$ cat config.mk
export PLATFORM = sky130hd
export DESIGN_NAME = three_axis_pid_velocity
export DESIGN_NICKNAME = d
export VERILOG_FILES = /design/src/sv/tpv_pkg.sv /design/src/sv/tpv_div.sv /design/src/sv/three_axis_pid_velocity.sv
export SDC_FILE = /design/constraint.sdc
export NUM_CORES = 2
export LEC_CHECK = 0
export ABC_AREA = 1
export ABC_CLOCK_PERIOD_IN_PS = 9000
export BUFFER_PORTS_ARGS = -buffer_cell sky130_fd_sc_hd__buf_2
export CAP_MARGIN = 20
export CELL_PAD_IN_SITES_DETAIL_PLACEMENT = 0
export CELL_PAD_IN_SITES_GLOBAL_PLACEMENT = 2
export CORE_MARGIN = 2
export CORE_UTILIZATION = 36
export CTS_BUF_LIST = sky130_fd_sc_hd__clkbuf_16
export CTS_CLUSTER_SIZE = 16
export DETAILED_ROUTE_END_ITERATION = 12
export HOLD_SLACK_MARGIN = 0.15
export PLACE_DENSITY_LB_ADDON = 0.25
export SYNTH_ARGS = -nofsm -noshare
export SYNTH_HDL_FRONTEND = slang
export SYNTH_HIERARCHICAL = 1
export SYNTH_SLANG_ARGS = --single-unit
$ cat constraint.sdc
create_clock -name clk -period 9 [get_ports clk]
set_input_delay 1.8 -clock clk [delete_from_list [all_inputs] [get_ports clk]]
set_output_delay 1.8 -clock clk [all_outputs]
set_load 0.1 [all_outputs]
$ cat src/sv/tpv_pkg.sv
// ----------------------------------------------------------------------------
// tpv_pkg: shared types and constants for the three-axis PID velocity block
// Field widths, payload structs, microcode encoding, the microprogram itself,
// and the saturation helper used by the datapath.
// ----------------------------------------------------------------------------
`default_nettype none

package tpv_pkg;

	// field widths and fixed-point formats
	localparam int POS_W     = 32;
	localparam int GAIN_W    = 16;
	localparam int TIME_W    = 16;
	localparam int GAIN_FRAC = 8;
	localparam int TIME_FRAC = 16;
	localparam int CFG_IDX_W = 3;

	// shared multiplier: 33x33 signed covers every product the datapath forms
	localparam int MUL_W  = POS_W + 1;
	localparam int PROD_W = 2 * MUL_W;
	// accumulator for P + I + D before the final clamp
	localparam int ACC_W  = 48;
	// integrator increment after the Q8.8 * Q0.16 rescale
	localparam int INC_W  = 40;

	// derivative divider: |kd*diff| / 2^8 fits 39 bits, three bits per cycle
	localparam int DIVD_W    = 39;
	localparam int DIVS_W    = TIME_W;
	localparam int DIV_BITS  = 3;
	localparam int DIV_ITER  = DIVD_W / DIV_BITS;
	localparam int DIV_CNT_W = $clog2(DIV_ITER + 1);

	// configuration register indexes
	localparam logic [CFG_IDX_W-1:0] REG_KP_H = CFG_IDX_W'(0);
	localparam logic [CFG_IDX_W-1:0] REG_KI_H = CFG_IDX_W'(1);
	localparam logic [CFG_IDX_W-1:0] REG_KD_H = CFG_IDX_W'(2);
	localparam logic [CFG_IDX_W-1:0] REG_KP_V = CFG_IDX_W'(3);
	localparam logic [CFG_IDX_W-1:0] REG_KI_V = CFG_IDX_W'(4);
	localparam logic [CFG_IDX_W-1:0] REG_KD_V = CFG_IDX_W'(5);

	// axis codes
	typedef logic [1:0] axis_t;
	localparam axis_t AXIS_X = 2'd0;
	localparam axis_t AXIS_Y = 2'd1;
	localparam axis_t AXIS_Z = 2'd2;

	// payload structs
	typedef struct packed {
		logic signed [POS_W-1:0]  goal_x;
		logic signed [POS_W-1:0]  goal_y;
		logic signed [POS_W-1:0]  goal_z;
		logic signed [POS_W-1:0]  meas_x;
		logic signed [POS_W-1:0]  meas_y;
		logic signed [POS_W-1:0]  meas_z;
		logic        [TIME_W-1:0] step_time;
	} in_t;

	typedef struct packed {
		logic signed [POS_W-1:0] vel_x;
		logic signed [POS_W-1:0] vel_y;
		logic signed [POS_W-1:0] vel_z;
		logic                    zero_time_flag;
	} out_t;

	// microcode step addresses
	localparam int NUM_STEPS = 11;
	localparam int STEP_W    = $clog2(NUM_STEPS);
	typedef logic [STEP_W-1:0] step_t;

	localparam step_t ST_IDLE = step_t'(0);
	localparam step_t ST_ERR  = step_t'(1);
	localparam step_t ST_DIFF = step_t'(2);
	localparam step_t ST_P    = step_t'(3);
	localparam step_t ST_KIDT = step_t'(4);
	localparam step_t ST_INT  = step_t'(5);
	localparam step_t ST_ADDI = step_t'(6);
	localparam step_t ST_DIVW = step_t'(7);
	localparam step_t ST_ADDD = step_t'(8);
	localparam step_t ST_OUT  = step_t'(9);
	localparam step_t ST_ZERO = step_t'(10);

	// multiplier operand select
	typedef enum logic [2:0] {
		MUL_NONE,
		MUL_KP_ERR,
		MUL_KI_DT,
		MUL_KIDT_ERR,
		MUL_KD_DIFF
	} mul_sel_t;

	// datapath operation
	typedef enum logic [3:0] {
		DP_NOP,
		DP_ERR,
		DP_DIFF,
		DP_P,
		DP_INT,
		DP_ADDI,
		DP_ADDD,
		DP_OUT,
		DP_ZERO
	} dp_op_t;

	// sequencer branch condition
	typedef enum logic [2:0] {
		BR_NEXT,
		BR_WAIT_IN,
		BR_DT_ZERO,
		BR_WAIT_DIV,
		BR_AXIS,
		BR_WAIT_OUT
	} br_t;

	typedef struct packed {
		mul_sel_t mul;
		dp_op_t   op;
		br_t      br;
		step_t    target;
	} ucode_t;

	// microprogram, one control word per step
	localparam ucode_t UCODE [NUM_STEPS] = '{
		'{MUL_NONE,     DP_NOP,  BR_WAIT_IN,  ST_IDLE},  // wait for a transaction
		'{MUL_NONE,     DP_ERR,  BR_DT_ZERO,  ST_ZERO},  // error, skip out on zero dt
		'{MUL_KP_ERR,   DP_DIFF, BR_NEXT,     ST_IDLE},  // err - previous, kp*err
		'{MUL_KI_DT,    DP_P,    BR_NEXT,     ST_IDLE},  // P term, ki*dt
		'{MUL_KIDT_ERR, DP_NOP,  BR_NEXT,     ST_IDLE},  // ki*dt*err
		'{MUL_KD_DIFF,  DP_INT,  BR_NEXT,     ST_IDLE},  // integrator, kd*diff
		'{MUL_NONE,     DP_ADDI, BR_NEXT,     ST_IDLE},  // add I, start divide
		'{MUL_NONE,     DP_NOP,  BR_WAIT_DIV, ST_IDLE},  // wait for quotient
		'{MUL_NONE,     DP_ADDD, BR_AXIS,     ST_ERR},   // add D, next axis
		'{MUL_NONE,     DP_OUT,  BR_WAIT_OUT, ST_IDLE},  // post velocities
		'{MUL_NONE,     DP_ZERO, BR_WAIT_OUT, ST_IDLE}   // post zero-time result
	};

	// clamp an accumulator value to the signed position range
	function automatic logic signed [POS_W-1:0] sat_pos(input logic signed [ACC_W-1:0] v);
		if (v[ACC_W-1:POS_W-1] == '0 || v[ACC_W-1:POS_W-1] == '1)
			return v[POS_W-1:0];
		return {v[ACC_W-1], {(POS_W-1){~v[ACC_W-1]}}};
	endfunction

endpackage

`default_nettype wire

$ cat src/sv/tpv_div.sv
// ----------------------------------------------------------------------------
// tpv_div: iterative unsigned divider for the derivative term
// Restoring division, a few quotient bits per cycle; done stays high until
// the next start.
// ----------------------------------------------------------------------------
`default_nettype none

module tpv_div (
	input  wire logic                         clk,
	input  wire logic                         arst_n,
	input  wire logic                         start,
	input  wire logic [tpv_pkg::DIVD_W-1:0]   dividend,
	input  wire logic [tpv_pkg::DIVS_W-1:0]   divisor,
	output logic                              done,
	output logic [tpv_pkg::DIVD_W-1:0]        quotient
);

	logic [tpv_pkg::DIVD_W-1:0]    quo_q, quo_n;
	logic [tpv_pkg::DIVS_W:0]      rem_q, rem_n;
	logic [tpv_pkg::DIVS_W-1:0]    dsr_q;
	logic [tpv_pkg::DIV_CNT_W-1:0] cnt_q;
	logic                          done_q;

	// a few restoring steps per cycle
	always_comb begin
		rem_n = rem_q;
		quo_n = quo_q;
		for (int j = 0; j < tpv_pkg::DIV_BITS; j++) begin
			rem_n = {rem_n[tpv_pkg::DIVS_W-1:0], quo_n[tpv_pkg::DIVD_W-1]};
			quo_n = {quo_n[tpv_pkg::DIVD_W-2:0], 1'b0};
			if (rem_n >= {1'b0, dsr_q}) begin
				rem_n    = rem_n - {1'b0, dsr_q};
				quo_n[0] = 1'b1;
			end
		end
	end

	// iteration count and completion
	always_ff @(posedge clk or negedge arst_n) begin
		if (!arst_n) begin
			cnt_q  <= '0;
			done_q <= 1'b0;
		end else if (start) begin
			cnt_q  <= tpv_pkg::DIV_CNT_W'(tpv_pkg::DIV_ITER);
			done_q <= 1'b0;
		end else if (cnt_q != '0) begin
			cnt_q <= cnt_q - 1'b1;
			if (cnt_q == tpv_pkg::DIV_CNT_W'(1))
				done_q <= 1'b1;
		end
	end

	// working registers
	always_ff @(posedge clk) begin
		if (start) begin
			quo_q <= dividend;
			rem_q <= '0;
			dsr_q <= divisor;
		end else if (cnt_q != '0) begin
			quo_q <= quo_n;
			rem_q <= rem_n;
		end
	end

	assign done     = done_q;
	assign quotient = quo_q;

endmodule

`default_nettype wire

$ cat src/sv/three_axis_pid_velocity.sv
// ----------------------------------------------------------------------------
// three_axis_pid_velocity: PID position regulator giving a velocity command
// Microcoded sequencer over one shared multiplier and an iterative divider.
// ----------------------------------------------------------------------------
// Each input transaction carries goal and measured positions for x, y and z
// (signed Q16.16) and the elapsed time (unsigned Q0.16 s); each one yields
// exactly one output transaction with vel = P + I + D per axis, clamped to
// 32 bits, x and y using the horizontal gains and z the vertical gains.
// The integrators and previous errors are cleared by reset. A zero step time
// returns zero velocities with zero_time_flag set and leaves the state alone.
// With a nonzero step time a transaction is worked through axis by axis
// (error, difference, P term, integrator, the radix-8 divide for the
// derivative term, adding D), and the result is then posted; a zero step
// time goes straight to posting. The finished result sits in an output
// register, so a new transaction is accepted while the previous result
// waits. Gains are written through the cfg port (index 0..5, signed Q8.8);
// the user must write them only while the block is idle, as the block
// itself does not enforce it; indexes 6 and 7 are ignored.
// ----------------------------------------------------------------------------
`default_nettype none

module three_axis_pid_velocity (
	input  wire logic                            clk,
	input  wire logic                            arst_n,
	// input channel
	input  wire logic                            in_valid,
	output logic                                 in_ready,
	input  wire tpv_pkg::in_t                    in_data,
	// output channel
	output logic                                 out_valid,
	input  wire logic                            out_ready,
	output tpv_pkg::out_t                        out_data,
	// configuration channel
	input  wire logic                            cfg_valid,
	output logic                                 cfg_ready,
	input  wire logic [tpv_pkg::CFG_IDX_W-1:0]   cfg_index,
	input  wire logic [tpv_pkg::GAIN_W-1:0]      cfg_data
);

	localparam int PW = tpv_pkg::POS_W;
	localparam int GW = tpv_pkg::GAIN_W;
	localparam int MW = tpv_pkg::MUL_W;
	localparam int AW = tpv_pkg::ACC_W;
	localparam int IW = tpv_pkg::INC_W;

	// gain registers
	logic signed [GW-1:0] kp_h_q, ki_h_q, kd_h_q, kp_v_q, ki_v_q, kd_v_q;

	// sequencer
	tpv_pkg::step_t  step_q, step_d;
	tpv_pkg::ucode_t uc;
	tpv_pkg::axis_t  axis_q;

	// datapath registers
	tpv_pkg::in_t                   in_q;
	logic signed [PW-1:0]           err_q;
	logic signed [PW:0]             diff_q;
	logic signed [tpv_pkg::PROD_W-1:0] prod_q;
	logic signed [AW-1:0]           acc_q;
	logic                           neg_q;
	logic signed [PW-1:0]           integ_q [3];
	logic signed [PW-1:0]           prev_q  [3];
	logic signed [PW-1:0]           vel_q   [3];

	// output stage
	logic          out_valid_q;
	tpv_pkg::out_t out_q;

	// combinational helpers
	logic                           in_fire, out_free, load_out;
	logic signed [PW-1:0]           goal_sel, meas_sel;
	logic signed [GW-1:0]           kp_sel, ki_sel, kd_sel;
	logic signed [PW:0]             err_full;
	logic signed [PW-1:0]           err_sat;
	logic signed [MW-1:0]           mul_a, mul_b;
	logic signed [tpv_pkg::PROD_W-1:0] prod_d;
	logic signed [IW-1:0]           inc;
	logic signed [AW-1:0]           integ_sum;
	logic signed [AW-1:0]           kd_prod;
	logic [AW-1:0]                  kd_mag;
	logic                           div_done;
	logic [tpv_pkg::DIVD_W-1:0]     div_quo;
	logic signed [AW-1:0]           d_term;

	assign in_ready  = (step_q == tpv_pkg::ST_IDLE);
	assign in_fire   = in_valid && in_ready;
	assign cfg_ready = 1'b1;
	assign out_free  = !out_valid_q || out_ready;
	assign uc        = tpv_pkg::UCODE[step_q];

	// gain register writes
	always_ff @(posedge clk or negedge arst_n) begin
		if (!arst_n) begin
			kp_h_q <= '0;
			ki_h_q <= '0;
			kd_h_q <= '0;
			kp_v_q <= '0;
			ki_v_q <= '0;
			kd_v_q <= '0;
		end else if (cfg_valid) begin
			unique case (cfg_index)
				tpv_pkg::REG_KP_H: kp_h_q <= cfg_data;
				tpv_pkg::REG_KI_H: ki_h_q <= cfg_data;
				tpv_pkg::REG_KD_H: kd_h_q <= cfg_data;
				tpv_pkg::REG_KP_V: kp_v_q <= cfg_data;
				tpv_pkg::REG_KI_V: ki_v_q <= cfg_data;
				tpv_pkg::REG_KD_V: kd_v_q <= cfg_data;
				default: ;
			endcase
		end
	end

	// per-axis operand select
	always_comb begin
		unique case (axis_q)
			tpv_pkg::AXIS_X: begin
				goal_sel = in_q.goal_x;
				meas_sel = in_q.meas_x;
				kp_sel   = kp_h_q;
				ki_sel   = ki_h_q;
				kd_sel   = kd_h_q;
			end
			tpv_pkg::AXIS_Y: begin
				goal_sel = in_q.goal_y;
				meas_sel = in_q.meas_y;
				kp_sel   = kp_h_q;
				ki_sel   = ki_h_q;
				kd_sel   = kd_h_q;
			end
			default: begin
				goal_sel = in_q.goal_z;
				meas_sel = in_q.meas_z;
				kp_sel   = kp_v_q;
				ki_sel   = ki_v_q;
				kd_sel   = kd_v_q;
			end
		endcase
	end

	// saturated position error
	always_comb begin
		err_full = {goal_sel[PW-1], goal_sel} - {meas_sel[PW-1], meas_sel};
		if (err_full[PW] != err_full[PW-1])
			err_sat = {err_full[PW], {(PW-1){~err_full[PW]}}};
		else
			err_sat = err_full[PW-1:0];
	end

	// shared multiplier operands
	always_comb begin
		mul_a = '0;
		mul_b = '0;
		unique case (uc.mul)
			tpv_pkg::MUL_KP_ERR: begin
				mul_a = {{(MW-GW){kp_sel[GW-1]}}, kp_sel};
				mul_b = {{(MW-PW){err_q[PW-1]}}, err_q};
			end
			tpv_pkg::MUL_KI_DT: begin
				mul_a = {{(MW-GW){ki_sel[GW-1]}}, ki_sel};
				mul_b = {{(MW-tpv_pkg::TIME_W){1'b0}}, in_q.step_time};
			end
			tpv_pkg::MUL_KIDT_ERR: begin
				mul_a = prod_q[MW-1:0];
				mul_b = {{(MW-PW){err_q[PW-1]}}, err_q};
			end
			tpv_pkg::MUL_KD_DIFF: begin
				mul_a = {{(MW-GW){kd_sel[GW-1]}}, kd_sel};
				mul_b = diff_q;
			end
			default: ;
		endcase
		prod_d = mul_a * mul_b;
	end

	// integrator update and derivative magnitude
	always_comb begin
		inc       = prod_q[tpv_pkg::GAIN_FRAC + tpv_pkg::TIME_FRAC +: IW];
		integ_sum = {{(AW-PW){integ_q[axis_q][PW-1]}}, integ_q[axis_q]}
		          + {{(AW-IW){inc[IW-1]}}, inc};
		kd_prod   = prod_q[AW-1:0];
		kd_mag    = kd_prod[AW-1] ? AW'(-kd_prod) : kd_prod;
		d_term    = neg_q ? -{{(AW-tpv_pkg::DIVD_W){1'b0}}, div_quo}
		                  :  {{(AW-tpv_pkg::DIVD_W){1'b0}}, div_quo};
	end

	tpv_div u_div (
		.clk      (clk),
		.arst_n   (arst_n),
		.start    (uc.op == tpv_pkg::DP_ADDI),
		.dividend (kd_mag[tpv_pkg::GAIN_FRAC +: tpv_pkg::DIVD_W]),
		.divisor  (in_q.step_time),
		.done     (div_done),
		.quotient (div_quo)
	);

	// next step
	always_comb begin
		unique case (uc.br)
			tpv_pkg::BR_NEXT:     step_d = step_q + 1'b1;
			tpv_pkg::BR_WAIT_IN:  step_d = in_fire ? step_q + 1'b1 : step_q;
			tpv_pkg::BR_DT_ZERO:
				step_d = (in_q.step_time == '0) ? uc.target : step_q + 1'b1;
			tpv_pkg::BR_WAIT_DIV: step_d = div_done ? step_q + 1'b1 : step_q;
			tpv_pkg::BR_AXIS:
				step_d = (axis_q == tpv_pkg::AXIS_Z) ? step_q + 1'b1 : uc.target;
			tpv_pkg::BR_WAIT_OUT: step_d = out_free ? uc.target : step_q;
			default:              step_d = tpv_pkg::ST_IDLE;
		endcase
	end

	assign load_out = (uc.op == tpv_pkg::DP_OUT || uc.op == tpv_pkg::DP_ZERO) && out_free;

	// step counter, axis counter and output valid
	always_ff @(posedge clk or negedge arst_n) begin
		if (!arst_n) begin
			step_q      <= tpv_pkg::ST_IDLE;
			axis_q      <= tpv_pkg::AXIS_X;
			out_valid_q <= 1'b0;
		end else begin
			step_q <= step_d;
			if (in_fire)
				axis_q <= tpv_pkg::AXIS_X;
			else if (uc.br == tpv_pkg::BR_AXIS && axis_q != tpv_pkg::AXIS_Z)
				axis_q <= axis_q + 1'b1;
			if (load_out)
				out_valid_q <= 1'b1;
			else if (out_ready)
				out_valid_q <= 1'b0;
		end
	end

	// controller state: integrators and previous errors
	always_ff @(posedge clk or negedge arst_n) begin
		if (!arst_n) begin
			for (int i = 0; i < 3; i++) begin
				integ_q[i] <= '0;
				prev_q[i]  <= '0;
			end
		end else begin
			if (uc.op == tpv_pkg::DP_INT)
				integ_q[axis_q] <= tpv_pkg::sat_pos(integ_sum);
			if (uc.op == tpv_pkg::DP_ADDI)
				prev_q[axis_q] <= err_q;
		end
	end

	// datapath registers
	always_ff @(posedge clk) begin
		if (in_fire)
			in_q <= in_data;
		if (uc.mul != tpv_pkg::MUL_NONE)
			prod_q <= prod_d;
		unique case (uc.op)
			tpv_pkg::DP_ERR:  err_q <= err_sat;
			tpv_pkg::DP_DIFF:
				diff_q <= {err_q[PW-1], err_q} - {prev_q[axis_q][PW-1], prev_q[axis_q]};
			tpv_pkg::DP_P:    acc_q <= prod_q[tpv_pkg::GAIN_FRAC +: AW];
			tpv_pkg::DP_ADDI: begin
				acc_q <= acc_q + {{(AW-PW){integ_q[axis_q][PW-1]}}, integ_q[axis_q]};
				neg_q <= kd_prod[AW-1];
			end
			tpv_pkg::DP_ADDD: vel_q[axis_q] <= tpv_pkg::sat_pos(acc_q + d_term);
			default: ;
		endcase
		if (load_out) begin
			if (uc.op == tpv_pkg::DP_OUT) begin
				out_q.vel_x          <= vel_q[0];
				out_q.vel_y          <= vel_q[1];
				out_q.vel_z          <= vel_q[2];
				out_q.zero_time_flag <= 1'b0;
			end else begin
				out_q.vel_x          <= '0;
				out_q.vel_y          <= '0;
				out_q.vel_z          <= '0;
				out_q.zero_time_flag <= 1'b1;
			end
		end
	end

	assign out_valid = out_valid_q;
	assign out_data  = out_q;

	// axis counter never leaves x..z
	a_axis_range: assert property (@(posedge clk) disable iff (!arst_n)
		axis_q <= tpv_pkg::AXIS_Z)
		else $error("axis counter out of range");

	// a result only appears after the posting steps
	a_out_source: assert property (@(posedge clk) disable iff (!arst_n)
		$rose(out_valid_q) |->
		$past(step_q == tpv_pkg::ST_OUT || step_q == tpv_pkg::ST_ZERO))
		else $error("output loaded outside a posting step");

	// zero-time results carry zero velocities
	a_zero_result: assert property (@(posedge clk) disable iff (!arst_n)
		(out_valid_q && out_q.zero_time_flag) |->
		(out_q.vel_x == '0 && out_q.vel_y == '0 && out_q.vel_z == '0))
		else $error("zero-time result with nonzero velocity");

	// divider is never still finished when a divide step begins waiting
	a_div_start: assert property (@(posedge clk) disable iff (!arst_n)
		(step_q == tpv_pkg::ST_ADDI) |=> (step_q == tpv_pkg::ST_DIVW && !div_done))
		else $error("divider done flag not cleared by start");

endmodule

`default_nettype wire
==> impl_metrics.ini <==
[run_status]
status = finished clean

[die]
io_pins = 332
initial_core_util_pct = 36.1
die_area_um2 = 264000
die_y_um = 514
die_w_um = 514
core_area_um2 = 259000
rows = 187

[critical_path]
path_class = reg -> reg
crit_path_top_delay_cell = fa_2
crit_top_cell = fa_1
cp-start-kind = register
cp_max_fo = 16
cp-end-kind = register
cp.required_ns = 9.51
slowest_delay_ns = 0.63
crit_arrival_ns = 9.34

[logic_synthesis]
synth_top_family_by_area = adder cells
postSynthCellCount = 11244
synth_fa_ha_area_share_pct = 30.5
ys_warn_count = 6
synth_ff_type = edfxtp_1
ys_types = 73
synth_area_um2 = 93600
synth_nets = 13079
synthXorXnorAreaFrac_pct = 3.10
synth_compound_area_share_pct = 7.91
synth_seq_area_share_pct = 28.7
avgSynthCellArea_um2 = 8.33
synth-simple-area-share_pct = 19.3
yosysTopAreaCell = fa_1
synth_area_leaders = fa_1 (24%), edfxtp_1 (20%), nand2_1 (11%)
synth_top_area_share_pct = 24.2
synth-edff-count = 634
synth-seq-cells = 950
synth_mux_area_share_pct = 0.160
async_reset_ff_share_pct = 31.6

[final_layout]
fin_nets = 14010
finish.utilization_pct = 42.9
final_cell_mix = nand2_1 (2760), inv_1 (2083), nor2_1 (1175)
syn_to_final_growth_pct = 18.8
final_cells = 15679
final_common_cell = nand2_1
postLayoutCellArea_um2 = 111000
layout-drive-gt1-share_pct = 15.0

[place]
post-place-ws_ns = -0.534
io_buffers = 330
dp.cells = 15394
gp_congestion = 0.944
hpwlAfterDp_mm = 292
dpl_cell_area_um2 = 105000

[clock_network]
holdBufCountCts = 0
cts.reportedPaths.clkPinSlew_ns = 0.06
cts_num_sinks = 950
htreeDepth = 3
cts_root_buffer = clkbuf_16
cts_tree = done
clock_latency_ns = 0.77
cts_buffers = 111
cts_max_path_buffers = 3

[timing]
post-route-period-util_pct = 98.1
final.setup_skew_ns = 0.0651
fmax_ghz = 0.113
relSlewSlack_pct = 18.0
grt_setup_unrepaired = true
worst_slew_pin_slew_ns = 1.22
setup_violations = 0
fin_ws_ns = 0.170
hold_viol_final = 0
drv_slew = 0
fin_crit_ns = 8.83

[power]
vdd.ir_drop.worst_mv = 0.220
powerDensity_nw_per_um2 = 183
p_leak_nw = 53.9

[drt]
vias_per_cell = 4.96
dr.pass1.iters = 6
drcViolationCount = 0
vias = 77793
drt_iter0_markers = 5876
routed_wl_mm = 354
ant_nets = 0
route.detailed.wl_per_inst_um = 22.6

[global_routing]
antenna_found_initial = 15
grt_pass1_wl_mm = 525
grt_max_degree = 172
grt_use_total_pct = 26.7
grt-ovfl-total = 0
grt_pass1_vias = 80464

[worst_hold_path]
hp-class = reg -> reg

[run]
drv_cap = 0
sequential cells by signal, summed over array words and instances (netlist names), 39 cells and up:
name            flops
acc_q              48
in_q              208
integ_q            96
out_data           97
prev_q             96
prod_q             64
u_div/quotient     39
vel_q              96
power breakdown:
part / switching (W) / internal [W]
Clock: 0.00196 / 0.00253
Combinational: 0.00688 / 0.00297
Sequential: 0.000494 / 0.00548
Total: 0.00934 / 0.0110
per-stage QoR:
stage | hold slack [ns] | setup TNS (ns) | power [W]
after detailed placement | 0.460 | -6.10 | 0.0159
after floorplan | 0.426 | 0 | 0.0123
after CTS | 0.476 | 0 | 0.0205
after global routing | 0.492 | -1.06 | 0.0218
final | 0.471 | 0 | 0.0203
after global placement | 0.456 | -4.71 | 0.0159
worst max-delay path: cells and delay by family (launching register included):
family          cells  cell delay [ns]
compound gates      2             0.28
fa+ha+maj          10             4.74
buf+inv            16             1.47
flops               1             0.40
simple gates       15             1.64
worst paths after layout:
kind	startpoint	end	slack (ns)	cells past startpoint
setup / recovery	step_q[1]$_DFFE_PN0P_	prod_q[62]$_DFFE_PP_	0.17	43
hold / removal	integ_q[91]$_DFFE_PN0P_	integ_q[91]$_DFFE_PN0P_	0.47	2
setup reg to reg	step_q[1]$_DFFE_PN0P_	prod_q[62]$_DFFE_PP_	0.17	43
hold reg to reg	integ_q[91]$_DFFE_PN0P_	integ_q[91]$_DFFE_PN0P_	0.47	2
max in group asynchronous	arst_n	integ_q[30]$_DFFE_PN0P_	6.27	2
min in group asynchronous	arst_n	prev_q[75]$_DFFE_PN0P_	1.16	1
cell usage after synthesis, drive strengths merged, types with 3 or more instances:
| cell type | instances |
|---|---|
| a21oi | 432 |
| and2 | 8 |
| edfxtp | 634 |
| and3 | 7 |
| ha | 470 |
| nor4 | 22 |
| xor2 | 205 |
| nor2 | 1270 |
| nand3 | 252 |
| dfxtp | 16 |
| a31oi | 37 |
| a2111oi | 3 |
| fa | 1133 |
| a22o | 33 |
| o31ai | 10 |
| a22oi | 14 |
| buf | 131 |
| nand4 | 70 |
| o21a | 16 |
| a211oi | 5 |
| o211ai | 7 |
| nor3 | 59 |
| nand2 | 2810 |
| a21o | 24 |
| o21bai | 44 |
| xnor2 | 125 |
| nand3b | 12 |
| inv | 2157 |
| mux2i | 15 |
| or2 | 31 |
| o2111ai | 7 |
| o21ai | 603 |
| dfrtp | 300 |
| a2bb2oi | 30 |
| o311ai | 3 |
| clkbuf | 212 |
| a221oi | 4 |
| a21boi | 13 |
| o22ai | 6 |
layout make-up:
| cell class | count | area [um2] |
|---|---|---|
| clock inverter | 98 | 788 |
| multi-input combinational | 7792 | 58700 |
| sequential | 950 | 26900 |
| fill | 26033 | 148000 |
| tap | 3402 | 4260 |
| antenna | 4 | 10.0 |
| clock buffer | 113 | 2830 |
| inverter | 2159 | 8200 |
| timing repair buffer | 1161 | 9610 |
layer usage:
layer	wire length, um	part of all wire, %	global-route usage [%]
met4	9260	2.6	6.44
met5	69	0.019	0
met1	162000	46	37.7
met2	161000	45	42.8
met3	22500	6.4	4.19
logic make-up (layout without fill, tap and decap cells):
family,after synthesis,in the layout
and+or+nand+nor,4542,4542
DFF,950,950
xor gates and xnor gates,330,330
AOI/OAI and AO/OA,1301,1301
buffers and inverters,2502,3531
muxes,15,15
adders and majority gates,1603,1603
other,1,5
timing repair:
item | in CTS | in global routing
setup endpoints to repair | 27 | 37
hold endpoints to repair | 0 | 0
resized for setup | 101 | 328
gates cloned | 0 | 6
setup buffers | 13 | 49
pin swaps | 18 | 121
(Power assumes the default switching activity.)
